==> src/satl_pkg.sv <==
`default_nettype none
package satl_pkg;

  localparam int LFSR_W = 16;
  localparam logic [LFSR_W-1:0] LFSR_SEED = 16'h0001;
  localparam logic [LFSR_W-1:0] LFSR_TAPS = 16'hB400;
  localparam int STAMP_W = 32;
  localparam int CFG_IDX_W = 2;
  localparam int CFG_DATA_W = 5;

  localparam logic [CFG_IDX_W-1:0] CFG_SET_BITS = 2'd0;
  localparam logic [CFG_IDX_W-1:0] CFG_OFS_BITS = 2'd1;
  localparam logic [CFG_IDX_W-1:0] CFG_WAYS = 2'd2;
  localparam logic [CFG_IDX_W-1:0] CFG_MODE = 2'd3;

  localparam logic [1:0] MODE_LRU = 2'd0;
  localparam logic [1:0] MODE_MRU = 2'd1;
  localparam logic [1:0] MODE_RAND = 2'd2;

  localparam logic [1:0] ST_HIT = 2'd0;
  localparam logic [1:0] ST_FILL = 2'd1;
  localparam logic [1:0] ST_REPLACE = 2'd2;

  typedef struct packed {
    logic [31:0] address;
    logic        write_req;
  } in_item_t;

  typedef struct packed {
    logic [1:0]  status;
    logic [31:0] replaced_address;
    logic        victim_dirty;
  } out_item_t;

  typedef struct packed {
    logic clear;
    logic accept;
    logic div_start;
    logic commit;
  } dp_cmd_t;

  typedef struct packed {
    logic clear_last;
    logic need_div;
    logic div_done;
    logic slot_free;
  } dp_status_t;

  function automatic logic [LFSR_W-1:0] lfsr_next(input logic [LFSR_W-1:0] v);
    logic [LFSR_W-1:0] n;
    n = v >> 1;
    if (v[0]) begin
      n = n ^ LFSR_TAPS;
    end
    return n;
  endfunction

endpackage
`default_nettype wire

==> src/satl_ctrl.sv <==
`default_nettype none
module satl_ctrl
  import satl_pkg::*;
(
  input  wire logic       clk,
  input  wire logic       rst_n,
  input  wire logic       in_valid,
  output logic            in_ready,
  input  wire dp_status_t st,
  output dp_cmd_t         cmd
);

  typedef enum logic [3:0] {
    S_CLEAR = 4'b0001,
    S_IDLE  = 4'b0010,
    S_LOOK  = 4'b0100,
    S_DIV   = 4'b1000
  } state_t;

  state_t state_r, state_nxt;

  always_comb begin
    state_nxt = state_r;
    cmd = '0;
    in_ready = 1'b0;
    unique case (state_r)
      S_CLEAR: begin
        cmd.clear = 1'b1;
        if (st.clear_last) begin
          state_nxt = S_IDLE;
        end
      end
      S_IDLE: begin
        in_ready = 1'b1;
        if (in_valid) begin
          cmd.accept = 1'b1;
          state_nxt = S_LOOK;
        end
      end
      S_LOOK: begin
        if (st.need_div) begin
          cmd.div_start = 1'b1;
          state_nxt = S_DIV;
        end else if (st.slot_free) begin
          cmd.commit = 1'b1;
          state_nxt = S_IDLE;
        end
      end
      S_DIV: begin
        if (st.div_done && st.slot_free) begin
          cmd.commit = 1'b1;
          state_nxt = S_IDLE;
        end
      end
      default: state_nxt = S_CLEAR;
    endcase
  end

  always_ff @(posedge clk) begin
    if (!rst_n) begin
      state_r <= S_CLEAR;
    end else begin
      state_r <= state_nxt;
    end
  end

endmodule
`default_nettype wire

==> config.mk <==
export PLATFORM = sky130hd
export DESIGN_NAME = satl_ctrl
export DESIGN_NICKNAME = d
export VERILOG_FILES = /design/src/satl_pkg.sv /design/src/satl_ctrl.sv
export SDC_FILE = /design/constraint.sdc
export NUM_CORES = 1
export LEC_CHECK = 0
export CAP_MARGIN = 25
export CORE_AREA = 3 3 40 42
export DETAILED_ROUTE_END_ITERATION = 12
export DIE_AREA = 0 0 43 45
export DONT_BUFFER_PORTS = 1
export PLACE_DENSITY_LB_ADDON = 0.2
export SKIP_LAST_GASP = 1
export SYNTH_ARGS = -nofsm -noshare
export SYNTH_HDL_FRONTEND = slang
export SYNTH_SLANG_ARGS = --single-unit
==> constraint.sdc <==
create_clock -name clk -period 1.3 [get_ports clk]
set_input_delay 0.13 -clock clk [delete_from_list [all_inputs] [get_ports clk]]
set_output_delay 0.13 -clock clk [all_outputs]
set_load 0.01 [all_outputs]
==> impl_metrics.env <==
export IMPL_outcome="finished, violations left"
export IMPL_met2_length_um=499
export IMPL_worst_pin_slew_ns=0.274
export IMPL_synth_area_um2=312
export IMPL_ir_drop_uv=451
export IMPL_final_util_pct=42.7
export IMPL_die_y_um=45
export IMPL_cp_end_kind="primary output"
export IMPL_fp_dieW_um=43
export IMPL_drc_errors=0
export IMPL_synth_net_count=47
export IMPL_grt_pass1_wl_mm=1.52
export IMPL_leakage_nw=0.218
export IMPL_grt_use_total_pct=10.5
export IMPL_pin_count=12
export IMPL_power_density_nw_per_um2=935
export IMPL_routedWlPerCell_um=13.8
export IMPL_m1WireLength_um=397
export IMPL_top_regs="state_r x4"
export IMPL_largest_register="state_r"
export IMPL_via_count=358
export IMPL_arrival_ns=1.26
export IMPL_setup_ws_ns=-0.0926
export IMPL_slew_violations=0
export IMPL_setup_viol=5
export IMPL_drt_iter0_markers=4
export IMPL_nets=65
export IMPL_path_class="flip-flop to primary output"
export IMPL_vias_per_cell=5.04
export IMPL_r2r_end="state_r[1]"
export IMPL_cp_endpoint="cmd[0]"
export IMPL_drt_pass1_iter_count=2
export IMPL_grt_max_degree=7
export IMPL_synth_area_per_cell_um2=7.79
export IMPL_violations="negative setup slack"
export IMPL_hold_start="rst_n"
export IMPL_synthDistinctLibCells=24
export IMPL_ctsLongestPathBuffers=2
export IMPL_grt_setup_unrepaired="true"
export IMPL_clock_fmax_mhz=718
export IMPL_final_common_cell="buf_4"
export IMPL_start_kind="flip-flop"
export IMPL_fin_skew_ns=0.000615
export IMPL_required_ns=1.17
export IMPL_setup_tns_ns=-0.332
export IMPL_wl_met3_um=82
export IMPL_dpl_cell_area_um2=400
export IMPL_wl_um=979
export IMPL_cts_tree="yes"
export IMPL_final_area_um2=549
export IMPL_hold_viol=0
export IMPL_hold_slack_ns=0.0402
export IMPL_slew_headroom_pct=81.7
export IMPL_cp_max_fo=4
export IMPL_multi_input_area_um2=260
export IMPL_r2r_start="state_r[3]"
export IMPL_synth_seq_area_share_pct=25.7
export IMPL_drive_above_1_share_pct=60.7
export IMPL_synth_seq_cells=4
export IMPL_cts_root_buf="clkbuf_4"
export IMPL_ant_nets=0
export IMPL_layout_area_seq_um2=92.6
export IMPL_portBuffers=0
export IMPL_num_rows=13
export IMPL_cts_sinks=4
export IMPL_h_tree_depth=1
export IMPL_antenna_found_initial=0
export IMPL_grt_pass1_vias=359
export IMPL_largest_register_ffs=4
export IMPL_top_layer="met3"
export IMPL_core_region_area_um2=1280
export IMPL_fillers=127
export IMPL_yosys_warnings=0
export IMPL_r2r_slack_ns=-0.06
export IMPL_design_die_area_um2=1940
export IMPL_min_period_ns=1.39
export IMPL_dpl_hpwl_um=698
export IMPL_reg2reg_depth=4
export IMPL_diodes=0
export IMPL_crit_start="state_r[3]"
export IMPL_period_share_pct=107
export IMPL_globalplace_congestion=0.850
export IMPL_syn_inst=40
export IMPL_clock_latency_ns=0.23
export IMPL_syn_to_final_growth_pct=76.3
export IMPL_maxCapViolCount=0
export IMPL_grt_overflow_total=0
export IMPL_clkTransAtPathRegs_ns=0.04
export IMPL_min_path_type="input port to flip-flop"
export IMPL_start_util_pct=24.2
export IMPL_cts_inserted_buffers=3
[cells in the mapped netlist]
| cell type | number | area share [%] |
|---|---|---|
| nor3b_1 | 1 | 2.4 |
| or3b_1 | 1 | 2.8 |
| nand2b_1 | 1 | 2.0 |
| nand3b_1 | 1 | 2.4 |
| buf_2 | 1 | 1.6 |
| mux2i_1 | 1 | 3.2 |
| nor4b_1 | 3 | 8.4 |
| a21boi_0 | 2 | 4.8 |
| buf_4 | 1 | 2.4 |
| o21ai_0 | 3 | 4.8 |
| o21a_1 | 1 | 2.4 |
| a31oi_1 | 1 | 2.0 |
| buf_6 | 2 | 7.2 |
| dfxtp_1 | 4 | 26 |
| nand2_1 | 4 | 4.8 |
| nor3_1 | 2 | 3.2 |
| nor2b_1 | 1 | 2.0 |
| nor4_1 | 1 | 2.0 |
| a211o_1 | 1 | 2.8 |
| inv_1 | 3 | 3.6 |
| a22oi_1 | 1 | 2.4 |
| nor2_1 | 2 | 2.4 |
| o311ai_1 | 1 | 2.8 |
| a21oi_1 | 1 | 1.6 |
[logic make-up after synthesis]
kind of cell | synth area share, %
mux | 3.21
simple gates | 32.5
compound gates | 23.7
flops | 25.7
buf+inv | 14.9
[worst max-delay path, cell delays in order, from the launching register on]
cell and delay, ns:
dfxtp_4 0.36, buf_6 0.12, nor3_2 0.09, a31oi_1 0.07
nor4b_2 0.23, buf_4 0.16
[routing by layer]
metal / up-vias / GRT usage (%)
li1: 178 / -
met1: 167 / 10.6
met2: 13 / 17.7
met3: 0 / 7.57
met4: 0 / 2.41
met5: - / 0
[how the worst min path moves through the flow]
stage,end,slack (ns),cells past startpoint
4_1_cts,state_r[0],0.003,1
5_1_grt,state_r[2],0.03,1
3_5_place_dp,state_r[0],0.25,1
6_report,state_r[3],0.04,1
2_1_floorplan,state_r[0],0.24,1
3_3_place_gp,state_r[0],0.25,1
[stage by stage]
| step | instances | worst slack, ns | total power, mW |
|---|---|---|---|
| after floorplan | 40 | -0.0645 | 0.254 |
| after global placement | 63 | -0.0632 | 0.309 |
| after detailed placement | 63 | -0.0970 | 0.310 |
| after CTS | 66 | -0.163 | 0.481 |
| after global routing | 71 | -0.186 | 0.553 |
| final | 71 | -0.0926 | 0.513 |
[final cells by class]
type | count | area share [%]
well taps | 15 | 3.42
inverters | 3 | 2.51
flip-flops and latches | 4 | 16.9
clock buffers | 3 | 4.10
repair buffers | 17 | 25.7
multi-input cells | 29 | 47.4
[power by group]
part / internal (mW) / leakage [nW] / switching, mW
clock: 0.103 / 0.0138 / 0.0463
combinational: 0.115 / 0.169 / 0.0841
sequential: 0.138 / 0.0347 / 0.0274
total: 0.356 / 0.218 / 0.158
[repair_timing]
item / in CTS / in global routing
endpoints found under the setup margin: 6 / 6
endpoints found under the hold margin: 0 / 1
gates resized for setup: 9 / 14
hold buffers: 0 / 1
pin swaps: 3 / 6
buffers inserted: 0 / 4
No activity file was read; power rests on OpenSTA's default activity.
